<file path="config.mk">
export PLATFORM = sky130hd
export DESIGN_NAME = rglim_queue
export DESIGN_NICKNAME = d
export VERILOG_FILES = /design/src/hdl/rglim_pkg.sv /design/src/hdl/rglim_queue.sv
export SDC_FILE = /design/constraint.sdc
export NUM_CORES = 1
export LEC_CHECK = 0
export BUFFER_PORTS_ARGS = -buffer_cell sky130_fd_sc_hd__buf_4
export CAP_MARGIN = 20
export CORE_AREA = 2 2 158 160
export DETAILED_ROUTE_END_ITERATION = 12
export DIE_AREA = 0 0 160 162
export GPL_ROUTABILITY_DRIVEN = 0
export HOLD_SLACK_MARGIN = 0.03
export PLACE_DENSITY_LB_ADDON = 0.2
export SLEW_MARGIN = 30
export SYNTH_ARGS = -nofsm -noshare
export SYNTH_HDL_FRONTEND = slang
export SYNTH_SLANG_ARGS = --single-unit
</file>
<file path="constraint.sdc">
create_clock -name clock -period 5.57 [get_ports clock]
set_clock_uncertainty 0.15 [all_clocks]
set_input_delay 0.2785 -clock clock [delete_from_list [all_inputs] [get_ports clock]]
set_output_delay 0.2785 -clock clock [all_outputs]
set_load 0.02 [all_outputs]
</file>
<file path="src/hdl/rglim_pkg.sv">
`timescale 1ns / 1ps
// ----------------------------------------------------------------------------
// rglim_pkg
// Shared types and constants for the ramped gain soft limiter.
// ----------------------------------------------------------------------------
package rglim_pkg;

   localparam int SAMPLE_W = 24;
   localparam int OUT_W    = 22;
   localparam int GAIN_W   = 18;
   localparam int LEN_W    = 13;
   localparam int CC_W     = 4;
   localparam int CSR_IDX_W  = 2;
   localparam int CSR_DATA_W = 4;

   localparam logic [CSR_IDX_W-1:0] CSR_CHANNEL_COUNT   = 2'd0;
   localparam logic [CSR_IDX_W-1:0] CSR_PASSTHROUGH     = 2'd1;
   localparam logic [CSR_IDX_W-1:0] CSR_LEVELING_ENABLE = 2'd2;

   localparam logic [GAIN_W-1:0] UNITY_GAIN = 18'd65536;
   localparam logic [25:0] ONE_Q20    = 26'd1048576;
   localparam logic [25:0] KNEE_START = 26'd996147;
   localparam logic [15:0] KNEE_SPAN  = 16'd52429;
   localparam logic [29:0] X_LIMIT    = 30'd2621440;
   localparam logic [25:0] PADE_15    = 26'd15728640;

   // shared divider sizing
   localparam int DIV_NUM_W = 48;
   localparam int DIV_DEN_W = 26;
   localparam int DIV_Q_W   = 24;
   localparam int DIV_CNT_W = 5;

   typedef struct packed {
      logic                passthrough;
      logic                leveling;
      logic                negative;
      logic [SAMPLE_W-1:0] magnitude;
      logic [GAIN_W-1:0]   start_gain;
      logic [GAIN_W-1:0]   target_gain;
      logic [LEN_W-1:0]    ramp_length;
      logic [LEN_W-1:0]    frame_position;
      logic                block_last;
   } work_type;

   typedef struct packed {
      logic                 start;
      logic [DIV_NUM_W-1:0] numerator;
      logic [DIV_DEN_W-1:0] denominator;
   } div_req_type;

   typedef struct packed {
      logic               done;
      logic [DIV_Q_W-1:0] quotient;
   } div_rsp_type;

endpackage

</file>
<file path="src/hdl/rglim_queue.sv">
`timescale 1ns / 1ps
// ----------------------------------------------------------------------------
// rglim_queue
// Two-entry queue of classified transactions between front and back.
// ----------------------------------------------------------------------------
module rglim_queue (
   input  logic                clock,
   input  logic                reset,
   input  logic                push,
   input  rglim_pkg::work_type push_data,
   input  logic                pop,
   output rglim_pkg::work_type pop_data,
   output logic                full,
   output logic                empty
);

   rglim_pkg::work_type entry_ff [2];
   logic       wr_ff;
   logic       rd_ff;
   logic [1:0] count_ff;

   assign full     = count_ff == 2'd2;
   assign empty    = count_ff == 2'd0;
   assign pop_data = entry_ff[rd_ff];

   always_ff @(posedge clock) begin
      if (push) begin
         entry_ff[wr_ff] <= push_data;
      end
   end

   always_ff @(posedge clock) begin
      if (reset) begin
         wr_ff    <= 1'b0;
         rd_ff    <= 1'b0;
         count_ff <= 2'd0;
      end else begin
         if (push) begin
            wr_ff <= ~wr_ff;
         end
         if (pop) begin
            rd_ff <= ~rd_ff;
         end
         count_ff <= count_ff + {1'b0, push} - {1'b0, pop};
      end
   end

endmodule

</file>
Word-level counts from Yosys, hierarchy flattened
Memory sizes are Yosys's and may differ from the RTL's. A register that Yosys moved wholly into a read port is not among the register bits.
Cells that the tools add are included.
Operators by class
  add/subtract/negate cells: 2
  multiply operators: 0
  divide/modulo/power cells: 0
  $lt $le $gt $ge: 0
  equality and inequality tests: 1
  shift operators: 0
  multiplexer cells: 4
  bitwise gates (word level): 2
  reductions and logical operators: 1
Operators with widths (count)
  two-way mux 1 bit: 4
  adder 2 x 1 -> 2 bit: 1
  == test 2 bit, second input constant: 1
  zero test 2 bit: 1
  inverter 1 bit: 2
  subtractor 2 x 1 -> 2 bit: 1
Word-level totals
  bits in registers: 4
  latch bits: 0
  RAM bits: 180
  ROM bits: 0
  word-level logic and storage cells: 14
  memories kept: 1
Memories
  entry_ff: words 2, bits a word 90, rd ports 1, clocked after memory_dff 1, write ports 1, RTL line rglim_queue.sv:17  | rglim_pkg::work_type entry_ff [2];

Logic depth before layout (Yosys ltp)
  word-level depth: 3
  depth in mapped cells: 6

Least setup slack after synthesis
Ideal clock, no wire load.
  path type: register -> register
  from: register wr_ff
  to: memory entry_ff[0][0] (netlist bit), enable pin
  library setup time: 0.550 ns
  data arrival time: 4.316 ns
  required time: 4.870 ns
  slack: 0.554 ns
  cell stages (with the launch flop): 2
  path buffers: 0
  cells stage by stage: dfxtp_1 -> nor2b_1
RTL lines
  start: declaration: RTL line rglim_queue.sv:18  | logic wr_ff;
  start signal: assignment: RTL line rglim_queue.sv:39  | wr_ff <= ~wr_ff;
  end: declaration: RTL line rglim_queue.sv:17
No word-level cell before the write port.

==> reports/results.txt <==
In this run the power density over the cells is 347.7 nW/um2. The logs give 3.33 ns for the minimum setup slack among reg-to-reg paths and 3767 for the via total after detailed routing. The total negative slack for setup checks was 0 ns. In this run the most critical hold path is launched from rd_ff. The biggest cell delay along the critical path came out at 0.70 ns.

The number of flops mapped to enable cells by yosys works out to 180. For the number of filler cells placed in the layout, the log shows 2176. The cell area that synthesis handed to floorplanning was 7164 um2. The signal on the critical path passes through buf_4, mux2_4, buf_4. The largest buffer count on any clock path came out at 2. Largest net degree at the start of global routing: 52. STA classifies the critical path startpoint as a register. The tools report the sequential standard cell area as 5509 um2. The post-synthesis sequential area ratio is 0.7684. For the pin with the worst max-slew slack, the measured transition is 0.7577 ns.

The tools report the master cell of the clock root buffer as sky130_fd_sc_hd__clkbuf_16. Global routing finished with a remaining overflow of 0. In the routed design, unresolved DRC markers number 0. After the first detailed-routing iteration, the DRC count stood at 130. During I/O placement, the number of pins put on the boundary was 186. The final core area utilization was 0.4337; the async set-reset flop share out of synthesis was 0. The run gives 0.2972 as the initial core utilization.

The leading area contributor after synthesis is sky130_fd_sc_hd__edfxtp_1. In the routed layout, each cell is associated on average with a via count of 4.042. The synthesized design contains 185 register bits. Among the stages of the critical path, the cell type that occurs most often is sky130_fd_sc_hd__buf_4. The end point of the most critical hold path was rd_ff. The master of the slowest instance on the critical path was sky130_fd_sc_hd__dfxtp_4. The run finished with clean final reports.

The largest fanout on the critical path works out to 39. The synthesized netlist contains 12 unique library cells. A synthesized cell averages 23.80 um2.

Summed over all cells, the static leakage comes to 4.116 nW. Number of antenna violations at the first check in global routing: 2. The count of buffers inserted at the top-level ports is 185, and the floorplan die width is 160 um. The tools report the number of clock buffers inserted by TritonCTS as 17.

Sorting the synthesized cells by area gives the leading types as sky130_fd_sc_hd__edfxtp_1, sky130_fd_sc_hd__mux2_4, sky130_fd_sc_hd__buf_12, sky130_fd_sc_hd__dfxtp_1, sky130_fd_sc_hd__ha_1. The top cell type's share of synthesized area works out to 0.7545. All-layer global routing usage: 0.1105. The count of clock tree sinks was 185; the hold path depth was 2. The routed design could run at a clock period as short as 2.798 ns. The area inside the core boundary is 24110 um2. Compared with the post-synthesis result, the final layout area differs by 45.93%.

For this run, the leading register cell type out of synthesis is sky130_fd_sc_hd__edfxtp_1. The terminus of the critical flop-to-flop path was entry_ff[1][27]. Summed over all nets, the half-perimeter wirelength after detailed placement is 8996 um. Quantity of gates resized following cts: 0. For this block, the routed nets add up to 14150 um of wire.

Static timing analysis puts the maximum clock frequency at 0.3575 GHz. The number of cells on the worst reg-to-reg path is 2. The tools report the via count of the first global-routing pass as 4118. After clock tree synthesis, the clock-pin slew on the worst setup and hold paths is 0.07 ns. The critical path class was reg -> out.

The worst slew margin relative to its limit came out at 0.4949. The clock insertion delay at the later pin of the skew report came out at 0.41 ns. Setup repair after global routing left no endpoint under its margin. The number of nets in the synthesized netlist was 397. The die outline height is 162 um. The category of cells accounting for the largest share of critical-path delay was buffers and inverters.

For the final-report hold violation count, the log shows 0. TritonCTS built the clock tree. The area of combinational cells with multiple inputs came out at 1470 um2.

Max-cap violations in this run came to 0. Setup violations remaining at the end of the flow were counted as 0. STA classifies the critical path endpoint as an output port.

The tools report the number of synthesis warnings as 0. The number of buffers and inverters on the critical path is 2. By count the netlist is led by sky130_fd_sc_hd__edfxtp_1, sky130_fd_sc_hd__mux2_4, sky130_fd_sc_hd__buf_12.

The launching point of the worst reg2reg path is wr_ff. In the synthesized netlist, the number of instances is 301. For the overall die area, the log shows 25920 um2.

The mean routed wirelength per cell is 15.19 um, and the maximum VDD drop is 170.2 uV. Most repeated cell in the gate-level netlist after synthesis: sky130_fd_sc_hd__edfxtp_1. The H-tree depth is 4, and the post-layout net count is 690. The share of the cycle needed by the critical path after routing works out to 0.5023. At the worst endpoint, the arrival time is 2.37 ns.

The total power consumption of the routed design was 0.003635 W; the ratio of cells with drive above 1 in the final layout was 0.5140. The count of pins over their slew limit was 0; the number of nets with antenna violations after routing was 0. Row generation in the floorplan step produced 57 rows. The logs give 5.14 ns for the required time at the endpoint of the critical path and 4 for the first-pass iteration count of the detailed router. The min-delay analysis places its worst path in the category reg -> reg. The first global-routing pass estimated 21890 um of wire.
-- logic make-up after synthesis --
group,count (synthesis),synth area share
flip-flops,185,0.7684
buffers and inverters,12,0.02777
adder cells (fa/ha/maj),2,0.003492
XOR/XNOR,3,0.005589
AND/OR/NAND/NOR,9,0.006114
multiplexers,90,0.1886
-- worst max-delay path by stage --
| stage | startpoint | endpoint | slack [ns] | cells after the start |
|---|---|---|---|---|
| after CTS | register | pop_data[70] | 2.70 | 3 |
| after detailed placement | register | pop_data[70] | 3.17 | 3 |
| after floorplan | wr_ff | entry_ff[0][0] | 0.55 | 1 |
| after global routing | register | pop_data[82] | 2.61 | 3 |
| after global placement | register | pop_data[70] | 3.17 | 3 |
| final | register | pop_data[70] | 2.77 | 3 |
-- metal layers --
| metal | vias up | GRT usage | share of wire |
|---|---|---|---|
| met2 | 109 | 0.1903 | 0.51 |
| li1 | 1774 | - | - |
| met3 | 12 | 0.04265 | 0.059 |
| met1 | 1870 | 0.1283 | 0.41 |
| met5 | - | 0 | 0.00078 |
| met4 | 2 | 0.03317 | 0.012 |
-- layout make-up --
| class | count | area share |
|---|---|---|
| Clock buffer | 19 | 0.04141 |
| Tap cell | 324 | 0.03877 |
| Inverter | 2 | 0.0007180 |
| Timing Repair Buffer | 284 | 0.2264 |
| Multi-Input combinational cell | 104 | 0.1406 |
| Clock inverter | 13 | 0.02489 |
| Sequential cell | 185 | 0.5269 |
| Antenna cell | 1 | 0.0002393 |
-- sequential cells by signal (all words and copies together) (netlist names), named ones only --
name and count:
count_ff 2, entry_ff 180, rd_ff 1, wr_ff 1
-- where the power goes --
| group | internal, W | switching (W) | leakage [nW] |
|---|---|---|---|
| logic | 0.000307 | 0.000254 | 2.05 |
| clock network | 0.000895 | 0.000521 | 0.336 |
| registers | 0.00162 | 0.0000336 | 1.73 |
-- stage by stage --
step                      cell area, um2  worst slack (ns)  hold slack (ns)  cells
after global placement              8818             3.170           0.3129    805
after global routing               10460             2.613           0.4115    932
final                              10460             2.772           0.3701    932
after floorplan                     7164            0.5544           0.2001    301
after detailed placement            8818             3.168           0.3166    805
after CTS                          10450             2.696           0.3753    931
-- tightest hold or removal path, cell delays in order (launching register included) --
cell	delay (ns)
sky130_fd_sc_hd__dfxtp_1	0.33
sky130_fd_sc_hd__xnor2_1	0.08
sky130_fd_sc_hd__nor2_1	0.07
-- layout by cell type, fill, tap and decap left out, types with 3 or more instances in the layout --
cell                            netlist  final
sky130_fd_sc_hd__nor2_1               5      5
sky130_fd_sc_hd__inv_6                0      3
sky130_fd_sc_hd__edfxtp_1           180    180
sky130_fd_sc_hd__dlygate4sd3_1        0     94
sky130_fd_sc_hd__mux2_4              90     90
sky130_fd_sc_hd__clkbuf_16            0     17
sky130_fd_sc_hd__dfxtp_1              5      4
sky130_fd_sc_hd__bufinv_16            0      7
sky130_fd_sc_hd__buf_4                0    190
-- what timing repair did --
item | 4_1_cts | 5_1_grt
hold buffers | 94 | 0
hold endpoints to repair | 185 | 0
buffers inserted | 0 | 0
Note: power is estimated with default switching activity, not from simulation.
