### src/hdl/rglim_pkg.sv
`timescale 1ns / 1ps
// ----------------------------------------------------------------------------
// rglim_pkg
// Shared types and constants for the ramped gain soft limiter.
// ----------------------------------------------------------------------------
package rglim_pkg;

   localparam int SAMPLE_W = 24;
   localparam int OUT_W    = 22;
   localparam int GAIN_W   = 18;
   localparam int LEN_W    = 13;
   localparam int CC_W     = 4;
   localparam int CSR_IDX_W  = 2;
   localparam int CSR_DATA_W = 4;

   localparam logic [CSR_IDX_W-1:0] CSR_CHANNEL_COUNT   = 2'd0;
   localparam logic [CSR_IDX_W-1:0] CSR_PASSTHROUGH     = 2'd1;
   localparam logic [CSR_IDX_W-1:0] CSR_LEVELING_ENABLE = 2'd2;

   localparam logic [GAIN_W-1:0] UNITY_GAIN = 18'd65536;
   localparam logic [25:0] ONE_Q20    = 26'd1048576;
   localparam logic [25:0] KNEE_START = 26'd996147;
   localparam logic [15:0] KNEE_SPAN  = 16'd52429;
   localparam logic [29:0] X_LIMIT    = 30'd2621440;
   localparam logic [25:0] PADE_15    = 26'd15728640;

   // shared divider sizing
   localparam int DIV_NUM_W = 48;
   localparam int DIV_DEN_W = 26;
   localparam int DIV_Q_W   = 24;
   localparam int DIV_CNT_W = 5;

   typedef struct packed {
      logic                passthrough;
      logic                leveling;
      logic                negative;
      logic [SAMPLE_W-1:0] magnitude;
      logic [GAIN_W-1:0]   start_gain;
      logic [GAIN_W-1:0]   target_gain;
      logic [LEN_W-1:0]    ramp_length;
      logic [LEN_W-1:0]    frame_position;
      logic                block_last;
   } work_type;

   typedef struct packed {
      logic                 start;
      logic [DIV_NUM_W-1:0] numerator;
      logic [DIV_DEN_W-1:0] denominator;
   } div_req_type;

   typedef struct packed {
      logic               done;
      logic [DIV_Q_W-1:0] quotient;
   } div_rsp_type;

endpackage

### src/hdl/rglim_div.sv
`timescale 1ns / 1ps
// ----------------------------------------------------------------------------
// rglim_div
// Restoring divider, one quotient bit per cycle, shared by ramp and limiter.
// ----------------------------------------------------------------------------
module rglim_div (
   input  logic                   clock,
   input  logic                   reset,
   input  rglim_pkg::div_req_type req,
   output rglim_pkg::div_rsp_type rsp
);

   localparam int DSR_W = rglim_pkg::DIV_DEN_W + rglim_pkg::DIV_Q_W;

   logic [DSR_W-1:0]                 rem_ff;
   logic [DSR_W-1:0]                 dsr_ff;
   logic [rglim_pkg::DIV_Q_W-1:0]    quo_ff;
   logic [rglim_pkg::DIV_CNT_W-1:0]  cnt_ff;
   logic                             busy_ff;
   logic                             done_ff;
   logic                             fits;

   assign fits         = rem_ff >= dsr_ff;
   assign rsp.done     = done_ff;
   assign rsp.quotient = quo_ff;

   always_ff @(posedge clock) begin
      if (req.start) begin
         rem_ff <= DSR_W'(req.numerator);
         dsr_ff <= DSR_W'(req.denominator) << (rglim_pkg::DIV_Q_W - 1);
         quo_ff <= '0;
      end else if (busy_ff) begin
         if (fits) begin
            rem_ff <= rem_ff - dsr_ff;
         end
         dsr_ff <= dsr_ff >> 1;
         quo_ff <= {quo_ff[rglim_pkg::DIV_Q_W-2:0], fits};
      end
   end

   always_ff @(posedge clock) begin
      if (reset) begin
         busy_ff <= 1'b0;
         done_ff <= 1'b0;
         cnt_ff  <= '0;
      end else begin
         done_ff <= 1'b0;
         if (req.start) begin
            busy_ff <= 1'b1;
            cnt_ff  <= rglim_pkg::DIV_CNT_W'(rglim_pkg::DIV_Q_W - 1);
         end else if (busy_ff) begin
            cnt_ff <= cnt_ff - 1'b1;
            if (cnt_ff == '0) begin
               busy_ff <= 1'b0;
               done_ff <= 1'b1;
            end
         end
      end
   end

endmodule

### config.mk
export PLATFORM = sky130hd
export DESIGN_NAME = rglim_div
export DESIGN_NICKNAME = d
export VERILOG_FILES = /design/src/hdl/rglim_pkg.sv /design/src/hdl/rglim_div.sv
export SDC_FILE = /design/constraint.sdc
export NUM_CORES = 1
export LEC_CHECK = 0
export ABC_AREA = 1
export BUFFER_PORTS_ARGS = -buffer_cell sky130_fd_sc_hd__buf_2
export CORE_MARGIN = 2
export CORE_UTILIZATION = 36
export CTS_CLUSTER_DIAMETER = 50
export DETAILED_ROUTE_END_ITERATION = 7
export PLACE_DENSITY_LB_ADDON = 0.12
export SYNTH_ARGS = -nofsm -noshare
export SYNTH_HDL_FRONTEND = slang
export SYNTH_SLANG_ARGS = --single-unit
### constraint.sdc
create_clock -name clock -period 7.2 [get_ports clock]
set_input_delay 0 -clock clock [delete_from_list [all_inputs] [get_ports clock]]
set_output_delay 0 -clock clock [all_outputs]
set_load 0.01 [all_outputs]
### After elaboration in Yosys (flattened, before gate mapping)

Cells that the tools add are included.

* ROM bits: 0
* memories kept: 0
* flip-flop bits (word level): 130
* output and inout bits: 25
* latch bits: 0
* RAM bits: 0

* divide/modulo/power cells: 0
* multiplexer cells: 11
* magnitude comparators: 1
* $add $sub $neg: 2
* bitwise logic cells: 1
* equality and inequality tests: 0
* multipliers: 0
* reductions and logical operators: 7
* shifts and indexed selects: 0

Operators with widths (number)
* 48-bit two-way mux: 3
* 49-bit two-way mux: 2
* 50-bit by 49-bit greater-or-equal comparator with 1-bit output: 1
* 50-bit by 49-bit subtractor with 50-bit output: 1
* 5-bit two-way mux: 2
* 5-bit logical NOT: 1
* 5-bit by 1-bit subtractor with 5-bit output, second input constant: 1
* 1-bit two-way mux: 4
* 2-bit AND reduction: 2
* 2-bit nonzero test: 2
* 3-bit OR reduction: 1
* 2-bit OR reduction: 1
* 1-bit NOT: 1

### Depth between registers and ports, before layout

* depth after elaboration: 4
* mapped depth: 17
* depth with buffers taken out: 17

### Least setup slack after synthesis

Ideal clock, no wire load.

* path kind: register to register
* start: register rem_ff[23]
* end: register rem_ff[0] (enable)
* buffers on the path: 0
* stages on the path, launching flop included: 12
* arrival time: 2.566 ns
* slack: 4.227 ns
* period minus slack after synthesis: 2.973 ns
* path through: edfxtp_1 > ha_1 > nand2_1 > nor2_2 > nand2_1 > nor2_2 > nand3_1 > nand3_1 > nor2_1 > nand2_2 > nand2_2 > nand2_1

* longest elaborated chain between the ends: 3

RTL lines
* start: declaration: line rglim_div.sv:15 `logic [DSR_W-1:0] rem_ff;`
* start signal: assignment: line rglim_div.sv:29 `rem_ff <= DSR_W'(req.numerator);`
* start signal: assignment: line rglim_div.sv:34 `rem_ff <= rem_ff - dsr_ff;`
* 50-bit by 49-bit greater-or-equal comparator with 1-bit output: line rglim_div.sv:23 `assign fits = rem_ff >= dsr_ff;`
* 2-bit nonzero test (no source line)
* 2-bit AND reduction (no source line)

Every way passes these cells.
A chain may end at the register's enable or synchronous reset.

### Worst setup path after layout

* start: register dsr_ff[48]
* end: register rem_ff[4] (enable)

* longest elaborated chain between the ends: 3

RTL lines
* start: declaration: line rglim_div.sv:16 `logic [DSR_W-1:0] dsr_ff;`
* start signal: assignment: line rglim_div.sv:30 `dsr_ff <= DSR_W'(req.denominator) << (rglim_pkg::DIV_Q_W - 1);`
* start signal: assignment: line rglim_div.sv:36 `dsr_ff <= dsr_ff >> 1;`
* 50-bit by 49-bit greater-or-equal comparator with 1-bit output: line rglim_div.sv:23
* 2-bit nonzero test (no source line)
* 2-bit AND reduction (no source line)

Every way passes these cells.

==> metrics.yaml <==
synth_mux_area_frac: 0
drt_wl_total_um: 27400
worst_slew_pin_slew_ns: 0.971
rsz0062_at_grt: "false"
antenna_violating_nets_post_route: 0
worst_hold_end: "quo_ff[0]$_SDFFE_PP0P_"
place.port_buffers: 101
die_area_um2: 26500
drt-vias-per-instance: 4.82
cp_num_buf_inv: 3
post_synth_num_cell_types: 44
endpoint_kind: "flop"
timing.rr.end: "rem_ff[4]$_DFFE_PP_"
critPathSlowestCell: "sky130_fd_sc_hd__buf_4"
criticalPathCategory: "flop to flop"
syn_inst: 1312
finClkSkew_ns: 0.0107
r2r.worst_path.cells: 13
place.gp.congestion: 0.955
syn_area_per_cell_um2: 6.92
drt-wirelength-per-cell_um: 15.0
r2r-start: "dsr_ff[48]$_DFFE_PP_"
power.density_cell_area_nw_per_um2: 267
pin_count: 102
synth_top_area_cell: "sky130_fd_sc_hd__edfxtp_1"
routed-via-count: 8808
synth_top_family_by_area: "simple AND/OR/NAND/NOR gates"
wl_met3_um: 1190
normalized_max_slew_margin: 0.353
horiz_die_dim_um: 163
detailedRoute.firstIterationViolations: 524
place_hpwl_um: 21100
status: "complete, no violations"
cp_data_arrival_time_ns: 3.28
worst_path_largest_cell_delay_ns: 0.51
tritoncts_clock_tree: "yes"
crit_path_cell_trace: "inv_1, ha_1, inv_1, nor2_1, nand3_1, nor2_1, nand3_1, nand3_1, nor2_1, nand2_2, nand2_2, nand2_2, buf_4"
yosys.area_share.xor_xnor: 0.00772
grt.total_usage: 0.212
synth_edf_count: 74
htree_num_levels: 4
synth_area_um2: 9070
async_set_reset_flop_share_out_of_synthesis: 0
route.met2.wl_um: 11800
setup.reg_to_reg.worst_slack_ns: 3.99
synth-seq-area-share: 0.368
placeableCoreArea_um2: 25000
biggest_area_contributors_in_the_synthesized_netlist: "sky130_fd_sc_hd__edfxtp_1 (24%), sky130_fd_sc_hd__nand2_1 (17%), sky130_fd_sc_hd__dfxtp_1 (12%), sky130_fd_sc_hd__inv_1 (9.2%), sky130_fd_sc_hd__ha_1 (7.0%)"
post_synth_and_or_nand_nor_area_fraction: 0.317
yosys_most_used_dff: "sky130_fd_sc_hd__edfxtp_1"
yosys_register_bits: 130
hold_violations: 0
worstPathMaxFanout: 32
synthMostInstantiatedCell: "sky130_fd_sc_hd__nand2_1"
grt_first_pass_wirelength_um: 43500
start_util: 0.363
synth-warning-count: 0
clkTransAtPathRegs_ns: 0.07
num_antenna_cells: 0
holdPathStages: 2
min_from: "req[74]"
synth_largest_type_area_fraction: 0.245
grt_max_degree: 92
cp-start-kind: "flop"
number_of_pins_exceeding_their_max_slew_limit_in_the_final_report: 0
finalSetupTns_ns: 0
drive_gt1_frac: 0.142
fp-row-count: 58
worst_ir_drop_vdd_v: 0.000144
worst-endpoint-required_ns: 7.28
final_min_period_over_clock_period: 0.446
drt-met1-wl_um: 13900
final_period_minus_worst_setup_slack_ns: 3.21
final_net_count: 1613
synthesis.nets: 1441
first_pass_iters: 4
post_synth_fa_ha_maj_area_fraction: 0.0725
synth.cells.most_frequent: "sky130_fd_sc_hd__nand2_1 (415), sky130_fd_sc_hd__inv_1 (222), sky130_fd_sc_hd__nor2_1 (86), sky130_fd_sc_hd__nand3_1 (77), sky130_fd_sc_hd__edfxtp_1 (74)"
pre_cts_slack_ns: 3.92
via_count_of_the_first_global_routing_pass: 8321
final_critical_path_setup_slack_ns: 3.99
die_y_um: 163
filler_cell_count: 2645
cts_made_buffers: 17
cts.path.max_buffers: 2
grt.overflow.total: 0
synth-compound-area-share: 0.124
worstSkewPairLatency_ns: 0.44
clock-sinks: 130
ctsRootBufferMaster: "sky130_fd_sc_hd__clkbuf_16"
antenna_found_initial: 0
hold_class: "input pin to flop"
drc: 0
finalSetupViolations: 0
area.growth.synth_to_final_pct: 24.2
max_clock_freq_mhz: 312
maximum_capacitance_violations: 0
maxUsedRoutingLayer: "met4"
total_leakage_power_nw: 5.31
critical_path.top_delay_family: "simple AND/OR/NAND/NOR gates"
[where the power goes]
| part | internal (mW) | switching, mW | total, mW |
|---|---|---|---|
| combinational | 0.408 | 0.789 | 1.20 |
| sequential | 0.893 | 0.0262 | 0.919 |
| clock | 0.485 | 0.409 | 0.894 |
| total | 1.79 | 1.22 | 3.01 |
[metrics by stage]
step | cells | hold slack, ns | power (mW) | cell area [um2] | utilization
global route | 1827 | 0.259 | 3.23 | 11300 | 0.451
floorplan | 1312 | 0.0694 | 1.77 | 9070 | -
finish | 1827 | 0.191 | 3.01 | 11300 | 0.451
global placement | 1720 | 0.203 | 2.08 | 9910 | 0.397
detailed placement | 1720 | 0.210 | 2.09 | 9910 | 0.397
CTS | 1827 | 0.238 | 3.03 | 11300 | 0.451
[state kept, by name (all words and copies together) (netlist names)]
signal / count
busy_ff: 1
rem_ff: 50
dsr_ff: 49
cnt_ff: 5
quo_ff: 24
done_ff: 1
[how the worst max path moves through the flow]
stage | startpoint | to | slack, ns | depth (start not counted)
floorplan | rem_ff[23]$_DFFE_PP_ | rem_ff[0]$_DFFE_PP_ | 4.23 | 11
global placement | dsr_ff[48]$_DFFE_PP_ | rem_ff[30]$_DFFE_PP_ | 3.95 | 13
detailed placement | dsr_ff[48]$_DFFE_PP_ | rem_ff[2]$_DFFE_PP_ | 3.92 | 13
CTS | dsr_ff[48]$_DFFE_PP_ | rem_ff[23]$_DFFE_PP_ | 3.90 | 13
global route | dsr_ff[48]$_DFFE_PP_ | rem_ff[31]$_DFFE_PP_ | 3.70 | 13
finish | dsr_ff[48]$_DFFE_PP_ | rem_ff[4]$_DFFE_PP_ | 3.99 | 13
[layer usage]
layer  vias up  GRT usage
li1       4560          -
met1      4037      0.311
met4         0     0.0599
met3        27     0.0275
met2       184      0.326
met5         -          0
[cell usage in the layout, fill, tap and decap left out, types with 4 or more instances in the layout]
cell,count
sky130_fd_sc_hd__or2_1,9
sky130_fd_sc_hd__or2_2,7
sky130_fd_sc_hd__clkbuf_16,18
sky130_fd_sc_hd__o21ai_1,9
sky130_fd_sc_hd__o22ai_1,44
sky130_fd_sc_hd__nand3b_1,4
sky130_fd_sc_hd__nand2_1,414
sky130_fd_sc_hd__o21ai_0,41
sky130_fd_sc_hd__buf_4,5
sky130_fd_sc_hd__a21oi_1,55
sky130_fd_sc_hd__nand4_1,9
sky130_fd_sc_hd__inv_2,11
sky130_fd_sc_hd__nor2_1,86
sky130_fd_sc_hd__nand2_2,20
sky130_fd_sc_hd__nand3_1,77
sky130_fd_sc_hd__nor3_1,7
sky130_fd_sc_hd__dfxtp_1,56
sky130_fd_sc_hd__xnor2_1,5
sky130_fd_sc_hd__o21bai_1,15
sky130_fd_sc_hd__nor2_2,20
sky130_fd_sc_hd__a21boi_0,7
sky130_fd_sc_hd__dlygate4sd3_1,75
sky130_fd_sc_hd__o31ai_1,5
sky130_fd_sc_hd__buf_2,100
sky130_fd_sc_hd__inv_6,5
sky130_fd_sc_hd__edfxtp_1,74
sky130_fd_sc_hd__inv_1,221
sky130_fd_sc_hd__a31oi_1,4
sky130_fd_sc_hd__inv_8,4
sky130_fd_sc_hd__ha_1,51
sky130_fd_sc_hd__nand3_2,6
[cell type report]
class | count | area [um2] | share of cell area
well taps | 330 | 413 | 0.0366
repair buffers | 180 | 1290 | 0.114
inverters | 235 | 882 | 0.0783
clock inverters | 14 | 154 | 0.0137
flip-flops and latches | 130 | 3340 | 0.297
multi-input cells | 920 | 4740 | 0.420
clock buffers | 18 | 450 | 0.0400
[worst reg2reg max path: cells and delay by family, from the launching register on]
| kind | cells | cell delay, ns |
|---|---|---|
| simple gates | 9 | 1.48 |
| buf+inv | 3 | 0.66 |
| fa+ha+maj | 1 | 0.35 |
| flops | 1 | 0.32 |
[repair_timing]
| item | CTS | global route |
|---|---|---|
| buffers inserted | 0 | 0 |
| hold endpoints to repair | 81 | 0 |
| resized for setup | 0 | 0 |
| hold buffers | 75 | 0 |
[cells by family (layout without fill, tap and decap cells)]
group           count (synthesis)  in the layout
simple gates                  669            669
buf+inv                       262            447
compound gates                191            191
flops                         130            130
fa+ha+maj                      52             52
xor+xnor                        8              8
No activity file was read; power rests on OpenSTA's default activity.
