$ cat src/hdl/rglim_pkg.sv
`timescale 1ns / 1ps
// ----------------------------------------------------------------------------
// rglim_pkg
// Shared types and constants for the ramped gain soft limiter.
// ----------------------------------------------------------------------------
package rglim_pkg;

   localparam int SAMPLE_W = 24;
   localparam int OUT_W    = 22;
   localparam int GAIN_W   = 18;
   localparam int LEN_W    = 13;
   localparam int CC_W     = 4;
   localparam int CSR_IDX_W  = 2;
   localparam int CSR_DATA_W = 4;

   localparam logic [CSR_IDX_W-1:0] CSR_CHANNEL_COUNT   = 2'd0;
   localparam logic [CSR_IDX_W-1:0] CSR_PASSTHROUGH     = 2'd1;
   localparam logic [CSR_IDX_W-1:0] CSR_LEVELING_ENABLE = 2'd2;

   localparam logic [GAIN_W-1:0] UNITY_GAIN = 18'd65536;
   localparam logic [25:0] ONE_Q20    = 26'd1048576;
   localparam logic [25:0] KNEE_START = 26'd996147;
   localparam logic [15:0] KNEE_SPAN  = 16'd52429;
   localparam logic [29:0] X_LIMIT    = 30'd2621440;
   localparam logic [25:0] PADE_15    = 26'd15728640;

   // shared divider sizing
   localparam int DIV_NUM_W = 48;
   localparam int DIV_DEN_W = 26;
   localparam int DIV_Q_W   = 24;
   localparam int DIV_CNT_W = 5;

   typedef struct packed {
      logic                passthrough;
      logic                leveling;
      logic                negative;
      logic [SAMPLE_W-1:0] magnitude;
      logic [GAIN_W-1:0]   start_gain;
      logic [GAIN_W-1:0]   target_gain;
      logic [LEN_W-1:0]    ramp_length;
      logic [LEN_W-1:0]    frame_position;
      logic                block_last;
   } work_type;

   typedef struct packed {
      logic                 start;
      logic [DIV_NUM_W-1:0] numerator;
      logic [DIV_DEN_W-1:0] denominator;
   } div_req_type;

   typedef struct packed {
      logic               done;
      logic [DIV_Q_W-1:0] quotient;
   } div_rsp_type;

endpackage

$ cat src/hdl/rglim_back.sv
`timescale 1ns / 1ps
// ----------------------------------------------------------------------------
// rglim_back
// Ramp gain, gain multiply, soft limiter and result register.
// ----------------------------------------------------------------------------
module rglim_back (
   input  logic                                clock,
   input  logic                                reset,
   input  logic                                queue_empty,
   input  rglim_pkg::work_type                 work,
   output logic                                pop,
   output rglim_pkg::div_req_type              div_req,
   input  rglim_pkg::div_rsp_type              div_rsp,
   output logic                                rsp_valid,
   input  logic                                rsp_stall,
   output logic signed [rglim_pkg::OUT_W-1:0]  rsp_sample_out,
   output logic                                rsp_limited,
   output logic                                rsp_block_last
);

   typedef enum logic [9:0] {
      S_IDLE  = 10'b0000000001,
      S_GAIN  = 10'b0000000010,
      S_RDIV  = 10'b0000000100,
      S_MUL   = 10'b0000001000,
      S_SCALE = 10'b0000010000,
      S_SQ    = 10'b0000100000,
      S_NUM   = 10'b0001000000,
      S_PDIV  = 10'b0010000000,
      S_KNEE  = 10'b0100000000,
      S_OUT   = 10'b1000000000
   } state_type;

   state_type                    state_ff, state_in;
   rglim_pkg::work_type          item_ff;
   logic [rglim_pkg::GAIN_W-1:0] gain_ff;
   logic [41:0]                  prod_ff;
   logic [29:0]                  x_ff;
   logic [22:0]                  x2_ff;
   logic [20:0]                  tanh_ff;
   logic [25:0]                  res_ff, res_in;
   logic                         lim_ff, lim_in;

   logic [rglim_pkg::GAIN_W-1:0] diff;
   logic [12:0]                  span;
   logic [30:0]                  ramp_prod;
   logic [25:0]                  scaled;
   logic [29:0]                  x_in;
   logic [43:0]                  sq;
   logic [25:0]                  pade_den;
   logic [46:0]                  pade_num;
   logic [36:0]                  knee;

   always_comb begin
      diff = (item_ff.target_gain >= item_ff.start_gain) ?
             (item_ff.target_gain - item_ff.start_gain) :
             (item_ff.start_gain - item_ff.target_gain);
      span      = item_ff.ramp_length - 1'b1;
      ramp_prod = diff * item_ff.frame_position;
      scaled    = 26'((prod_ff + 42'd32768) >> 16);
      x_in      = (30'(scaled) - 30'(rglim_pkg::KNEE_START)) * 30'd20;
      sq        = x_ff[21:0] * x_ff[21:0];
      pade_den  = rglim_pkg::PADE_15 + 26'(x2_ff) * 26'd6;
      pade_num  = x_ff[21:0] * (25'(rglim_pkg::PADE_15) + 25'(x2_ff));
      knee      = rglim_pkg::KNEE_SPAN * tanh_ff + 37'd524288;

      state_in         = state_ff;
      pop              = 1'b0;
      div_req.start    = 1'b0;
      div_req.numerator   = '0;
      div_req.denominator = '0;
      res_in = res_ff;
      lim_in = lim_ff;
      case (state_ff)
         S_IDLE: begin
            if (!queue_empty) begin
               pop      = 1'b1;
               state_in = S_GAIN;
            end
         end
         S_GAIN: begin
            if (item_ff.passthrough) begin
               lim_in   = 26'(item_ff.magnitude) > rglim_pkg::ONE_Q20;
               res_in   = lim_in ? rglim_pkg::ONE_Q20 : 26'(item_ff.magnitude);
               state_in = S_OUT;
            end else if (item_ff.leveling && item_ff.ramp_length > 13'd1) begin
               div_req.start       = 1'b1;
               div_req.numerator   = 48'({ramp_prod, 1'b0}) + 48'(span);
               div_req.denominator = 26'({span, 1'b0});
               state_in            = S_RDIV;
            end else begin
               state_in = S_MUL;
            end
         end
         S_RDIV: begin
            if (div_rsp.done) begin
               state_in = S_MUL;
            end
         end
         S_MUL:   state_in = S_SCALE;
         S_SCALE: begin
            if (scaled > rglim_pkg::KNEE_START) begin
               lim_in   = 1'b1;
               state_in = (x_in > rglim_pkg::X_LIMIT) ? S_KNEE : S_SQ;
            end else begin
               lim_in   = 1'b0;
               res_in   = scaled;
               state_in = S_OUT;
            end
         end
         S_SQ:  state_in = S_NUM;
         S_NUM: begin
            div_req.start       = 1'b1;
            div_req.numerator   = 48'(pade_num) + 48'(pade_den >> 1);
            div_req.denominator = pade_den;
            state_in            = S_PDIV;
         end
         S_PDIV: begin
            if (div_rsp.done) begin
               state_in = S_KNEE;
            end
         end
         S_KNEE: begin
            res_in   = rglim_pkg::KNEE_START + 26'(knee >> 20);
            state_in = S_OUT;
         end
         S_OUT: begin
            if (!rsp_stall) begin
               state_in = S_IDLE;
            end
         end
         default: state_in = S_IDLE;
      endcase
   end

   always_ff @(posedge clock) begin
      res_ff <= res_in;
      lim_ff <= lim_in;
      if (pop) begin
         item_ff <= work;
      end
      if (state_ff == S_GAIN) begin
         if (!item_ff.leveling) begin
            gain_ff <= rglim_pkg::UNITY_GAIN;
         end else begin
            gain_ff <= item_ff.target_gain;
         end
      end
      if (state_ff == S_RDIV && div_rsp.done) begin
         if (item_ff.target_gain >= item_ff.start_gain) begin
            gain_ff <= item_ff.start_gain + div_rsp.quotient[rglim_pkg::GAIN_W-1:0];
         end else begin
            gain_ff <= item_ff.start_gain - div_rsp.quotient[rglim_pkg::GAIN_W-1:0];
         end
      end
      if (state_ff == S_MUL) begin
         prod_ff <= item_ff.magnitude * gain_ff;
      end
      if (state_ff == S_SCALE) begin
         x_ff    <= x_in;
         tanh_ff <= 21'(rglim_pkg::ONE_Q20);
      end
      if (state_ff == S_SQ) begin
         x2_ff <= 23'((sq + 44'd524288) >> 20);
      end
      if (state_ff == S_PDIV && div_rsp.done) begin
         tanh_ff <= (div_rsp.quotient > 24'(rglim_pkg::ONE_Q20)) ?
                    21'(rglim_pkg::ONE_Q20) : div_rsp.quotient[20:0];
      end
   end

   always_ff @(posedge clock) begin
      if (reset) begin
         state_ff <= S_IDLE;
      end else begin
         state_ff <= state_in;
      end
   end

   assign rsp_valid      = state_ff == S_OUT;
   assign rsp_sample_out = item_ff.negative ? -$signed(res_ff[rglim_pkg::OUT_W-1:0])
                                            : $signed(res_ff[rglim_pkg::OUT_W-1:0]);
   assign rsp_limited    = lim_ff;
   assign rsp_block_last = item_ff.block_last;

endmodule

$ cat config.mk
export PLATFORM = sky130hd
export DESIGN_NAME = rglim_back
export DESIGN_NICKNAME = d
export VERILOG_FILES = /design/src/hdl/rglim_pkg.sv /design/src/hdl/rglim_back.sv
export SDC_FILE = /design/constraint.sdc
export NUM_CORES = 2
export LEC_CHECK = 0
export CAP_MARGIN = 20
export CORE_UTILIZATION = 37
export CTS_CLUSTER_SIZE = 16
export DETAILED_ROUTE_END_ITERATION = 10
export DONT_BUFFER_PORTS = 1
export PLACE_DENSITY = 0.49
export RECOVER_POWER = 50
export SLEW_MARGIN = 10
export SYNTH_ARGS = -nofsm -noshare
export SYNTH_HDL_FRONTEND = slang
export SYNTH_SLANG_ARGS = --single-unit
$ cat constraint.sdc
create_clock -name clock -period 10.9 [get_ports clock]
set_input_delay 1.635 -clock clock [delete_from_list [all_inputs] [get_ports clock]]
set_output_delay 1.635 -clock clock [all_outputs]
set_load 0.02 [all_outputs]
Yosys cells after proc, flatten, opt, wreduce, memory -nomap -nowiden
Cells that the tools add are included.
- register bits after elaboration: 247
- input bits: 119
- output and inout bits: 101
- word-level logic and storage cells: 101
- add/sub/neg operators: 15
- $mul: 7
- order comparisons: 6
- equality and inequality tests: 16
- mux-type cells: 30
- reduce and logical (&&, ||, !) cells: 10
- operators with widths (operator ; number):
    $mux 75 ; 2
    $pmux 75 s2 ; 1
    $pmux 10 s10 ; 1
    $mux 18 ; 5
    $mux 22 ; 4
    $pmux 22 s3 ; 1
    $mux 21 ; 3
    $mux 10 ; 6
    $sub 18x18->18 ; 3
    $add 47x25->48 ; 1
    $gt 24x21->1 const B ; 2
    $mul 20x25->45 ; 1
    $add 43x20->43 const B ; 1
    $add 42x16->42 const B ; 1
    $mul 24x18->42 ; 1
    $mul 20x20->39 ; 1
    $add 37x20->37 const B ; 1
    $mul 16x21->37 const A ; 1
    $add 32x13->33 ; 1
    $mul 18x13->31 ; 1
    $gt 30x22->1 const B ; 1
    $mul 30x3->28 const B ; 1
    $sub 26x20->27 const B ; 1
    $add 24x26->26 const A ; 1
    other kinds (30) ; 42

Logic depth before layout (Yosys ltp)
- word-level depth: 7
- depth in mapped cells: 42
- mapped depth without buffers: 41

Least setup slack after synthesis
Ideal clock, no wire load.
- path type: register -> output
- start: register item_ff[32] in the netlist's numbering
- end: output port div_req[57] in the netlist's numbering
- arrival: 9.355 ns
- required time: 9.265 ns
- path slack: -0.090 ns
- cell stages (with the launch flop): 38
- path buffers: 2
- cell sequence: edfxtp_1 > inv_1 > ha_1 > clkbuf_1 > a21oi_1 > o221ai_1 > a21oi_1 > o31ai_1 > a2111o_1 > nand2_1 > mux2i_1 > o21ai_0 > a21boi_0 > o21ai_0 > xor2_1 > clkbuf_1 > nand2_1 > fa_1 > [2 not listed] > fa_1 > fa_1 > inv_1 > fa_1 > inv_1 > ha_1 > and3_1 > and2_1 > a221oi_1 > o21a_1 > a21oi_1 > o31ai_1 > xor2_1 > a211oi_1 > nand4b_1 > nor4_1 > xor2_1 > o22ai_1
- RTL lines (element ; RTL line ; text):
    start, declared ; rglim_back.sv:35 ; rglim_pkg::work_type item_ff;
    start signal, assigned ; rglim_back.sv:140 ; item_ff <= work;
    end, declared ; rglim_back.sv:12 ; output rglim_pkg::div_req_type div_req,

==> flow_summary.yaml <==
status:
  status: "finished, violations left"
  violations: "max-capacitance violations, max-slew violations, negative setup slack"
setup_path:
  worstRegToRegCells: 30
  r2r_setup_slack_ps: 980
  cp-start-kind: "flip-flop"
  cp-startpoint: "item_ff[27]$_DFFE_PP_"
  critPathRequiredTime_ps: 9270
  cp_num_buf_inv: 18
  crit_top_cell: "buf_4"
  r2r_end: "x2_ff[22]$_DFFE_PP_"
  arrival_ps: 9610
  cp.depth: 44
  path_max_fanout: 5
  endpoint_kind: "output port"
  cp_top_family: "adder cells"
  cpPeakStageDelay_ps: 520
  cp-endpoint: "div_req[57]"
  crit_type: "reg -> out"
  cp_slowest_cell: "fa_1"
  reg2reg_from: "x_ff[14]$_DFFE_PP_"
clock_network:
  cts_buffer_depth: 3
  insertion_delay_ps: 610
  cts_hold_buffers: 0
  cts_buffers: 35
  cts-root-buf: "clkbuf_16"
  clk_pin_slew_ps: 60
  htree_levels: 2
  cts_sinks: 232
  cts_tree: "done"
timing:
  max_freq_mhz: 89.0
  max-slew-margin-rel: -1.38
  fin_worst_skew_ps: 35.2
  period_share: 1.03
  setup_tns_ps: -3180
  hold_violations: 0
  holdWs_ps: 582
  worstMarginPinSlew_ps: 3570
  min_period_ps: 11240
  finalSetupViolations: 13
  rsz0062_at_grt: "true"
  fin_ws_ps: -342
  slew_violations: 151
finish:
  finalInstanceArea_um2: 82600
  seq_area_um2: 6870
  fillers: 19737
  nets: 10672
  area_delta_synth_final_pct: 12.4
  drive_gt1_frac: 0.107
  multi_input_area_um2: 60500
detailed_routing:
  drt-total-wl_um: 220000
  drt_first_pass_iters: 5
  via_count: 56033
  via_per_inst: 5.07
  postRouteAntennaNets: 0
  initialDrtViolationCount: 3132
  drc: 0
  routedWlPerCell_um: 19.9
synthesis:
  syn_nets: 10465
  syn_area_per_cell_um2: 8.98
  synth-simple-area-share: 0.159
  ys_warn_count: 0
  synth_fa_ha_area_frac: 0.505
  synth-edff-count: 222
  synth.top_cell.area_share: 0.365
  yosys_register_bits: 232
  synthFlopType: "edfxtp_1"
  syn_inst: 8183
  netlist_area_um2: 73500
  muxShareOfSynthArea: 0.00347
  synth.top_cells.by_area: "fa_1 (36%), ha_1 (14%), edfxtp_1 (9.1%), inv_1 (8.5%), nand2_1 (5.1%)"
  synth_top_family_by_area: "adder cells"
  ys_async_sr_fraction: 0
  synth.distinct_cells: 104
  synthXorXnorAreaFrac: 0.0473
  yosysSeqAreaShare: 0.0934
  synth_top_cell_by_area: "fa_1"
  synth_compound_area_frac: 0.0888
place:
  place_hpwl_um: 178000
  port_buffers: 0
  gp_congestion: 0.921
  post_dp_cell_area_um2: 78600
die:
  fp.dieW_um: 448
  row_count: 163
  core_um2: 197000
  initial_utilization: 0.373
  die_h_um: 448
  die_area_um2: 200000
  io_pins: 220
global_routing:
  grt_pass1_wl_um: 347000
  antenna_found_initial: 8
  grt_usage: 0.223
  grt_start_max_net_pins: 60
  grt.overflow.total: 0
  grt_pass1_vias: 59862
min_path:
  hp-class: "reg -> reg"
run:
  cap_violations: 4
==> cell usage after synthesis (all sizes together), types with 77 or more instances <==
| library cell | count |
|---|---|
| edfxtp | 222 |
| fa | 1338 |
| clkbuf | 333 |
| xor2 | 152 |
| a21oi | 258 |
| inv | 1661 |
| ha | 825 |
| o21ai | 201 |
| nor3 | 79 |
| xnor2 | 243 |
| nor2 | 251 |
| and2 | 533 |
| nand2b | 90 |
| nor2b | 77 |
| nand2 | 995 |
| nand3 | 93 |
| a21o | 140 |
==> cell families (layout without fill, tap and decap cells) <==
family | after synthesis | in the layout
buffers and inverters | 2016 | 2249
XOR/XNOR | 395 | 395
adder cells (fa/ha/maj) | 2163 | 2163
flip-flops | 232 | 232
AO/OA/AOI/OAI | 993 | 993
other | 1 | 2
AND/OR/NAND/NOR | 2358 | 2358
multiplexers | 25 | 25
==> cells in the final DEF (no fill, tap or decap), types with 26 or more instances in the layout <==
cell type and count:
inv_1 1630, fa_1 1322, nand2_1 978, ha_1 794, and2_1 512, buf_4 443, nor2_1 245, a21oi_1 234
xnor2_1 226, edfxtp_1 222, o21ai_0 181, a21o_1 139, xor2_1 139, nand2b_1 89, nand3_1 87, nor2b_1 75
nor3_1 71, buf_6 50, and3_1 47, o21bai_1 39, clkbuf_16 39, o21a_1 37, nand4_1 32, inv_2 31
o211ai_1 26, a211oi_1 26
==> through the flow <==
step	util	std cells	setup WS [ps]
global placement	0.398	10870	-595
finish	0.419	11057	-342
floorplan	-	8183	7.20
global route	0.419	11056	-780
detailed placement	0.398	10872	-621
CTS	0.412	10998	-372
==> flip-flops by register name, indices dropped and copies added, names as in the netlist <==
name	flops
x2_ff	23
res_ff	22
rsp_limited	1
gain_ff	18
item_ff	89
x_ff	20
tanh_ff	21
prod_ff	27
rsp_block_last	1
state_ff	10
==> worst min-delay path by stage <==
stage / cells past startpoint / to / slack (ps) / from
final: 2 / state_ff[4]$_SDFFE_PP0P_ / 580 / state_ff[3]$_SDFFE_PP0P_
after global routing: 2 / state_ff[4]$_SDFFE_PP0P_ / 630 / state_ff[3]$_SDFFE_PP0P_
after detailed placement: 2 / state_ff[2]$_SDFFE_PP0P_ / 570 / state_ff[2]$_SDFFE_PP0P_
after CTS: 2 / state_ff[2]$_SDFFE_PP0P_ / 590 / state_ff[2]$_SDFFE_PP0P_
after floorplan: 2 / state_ff[4]$_SDFFE_PP0P_ / 510 / state_ff[3]$_SDFFE_PP0P_
after global placement: 2 / state_ff[2]$_SDFFE_PP0P_ / 570 / state_ff[2]$_SDFFE_PP0P_
==> metal layers <==
metal,global-route usage,part of all wire,vias up
met5,0,0.00025,-
li1,-,-,26072
met1,0.304,0.45,28548
met2,0.375,0.47,1156
met3,0.0202,0.040,249
met4,0.0623,0.033,8
==> repair_timing <==
action | 4_1_cts | 5_1_grt
buffers inserted | 65 | 54
gates cloned | 1 | 4
endpoints found under the hold margin | 0 | 0
resized for setup | 203 | 189
pin swaps | 140 | 140
setup endpoints to repair | 37 | 37
==> final cells by class <==
type / instances / share of cell area
Multi-Input combinational cell: 5935 / 0.733
Sequential cell: 232 / 0.0831
Antenna cell: 1 / 0.0000303
Clock inverter: 25 / 0.00355
Timing Repair Buffer: 524 / 0.0536
Clock buffer: 38 / 0.0111
Inverter: 1662 / 0.0755
Tap cell: 2640 / 0.0400
==> worst min-delay path: cells and delay by family, from the launching register on <==
kind             cells  cell delay [ps]
AND/OR/NAND/NOR      2              230
flip-flops           1              320
Power is not shown: default switching activity piles up to over one toggle a cycle in this logic, so the estimate is an artifact.
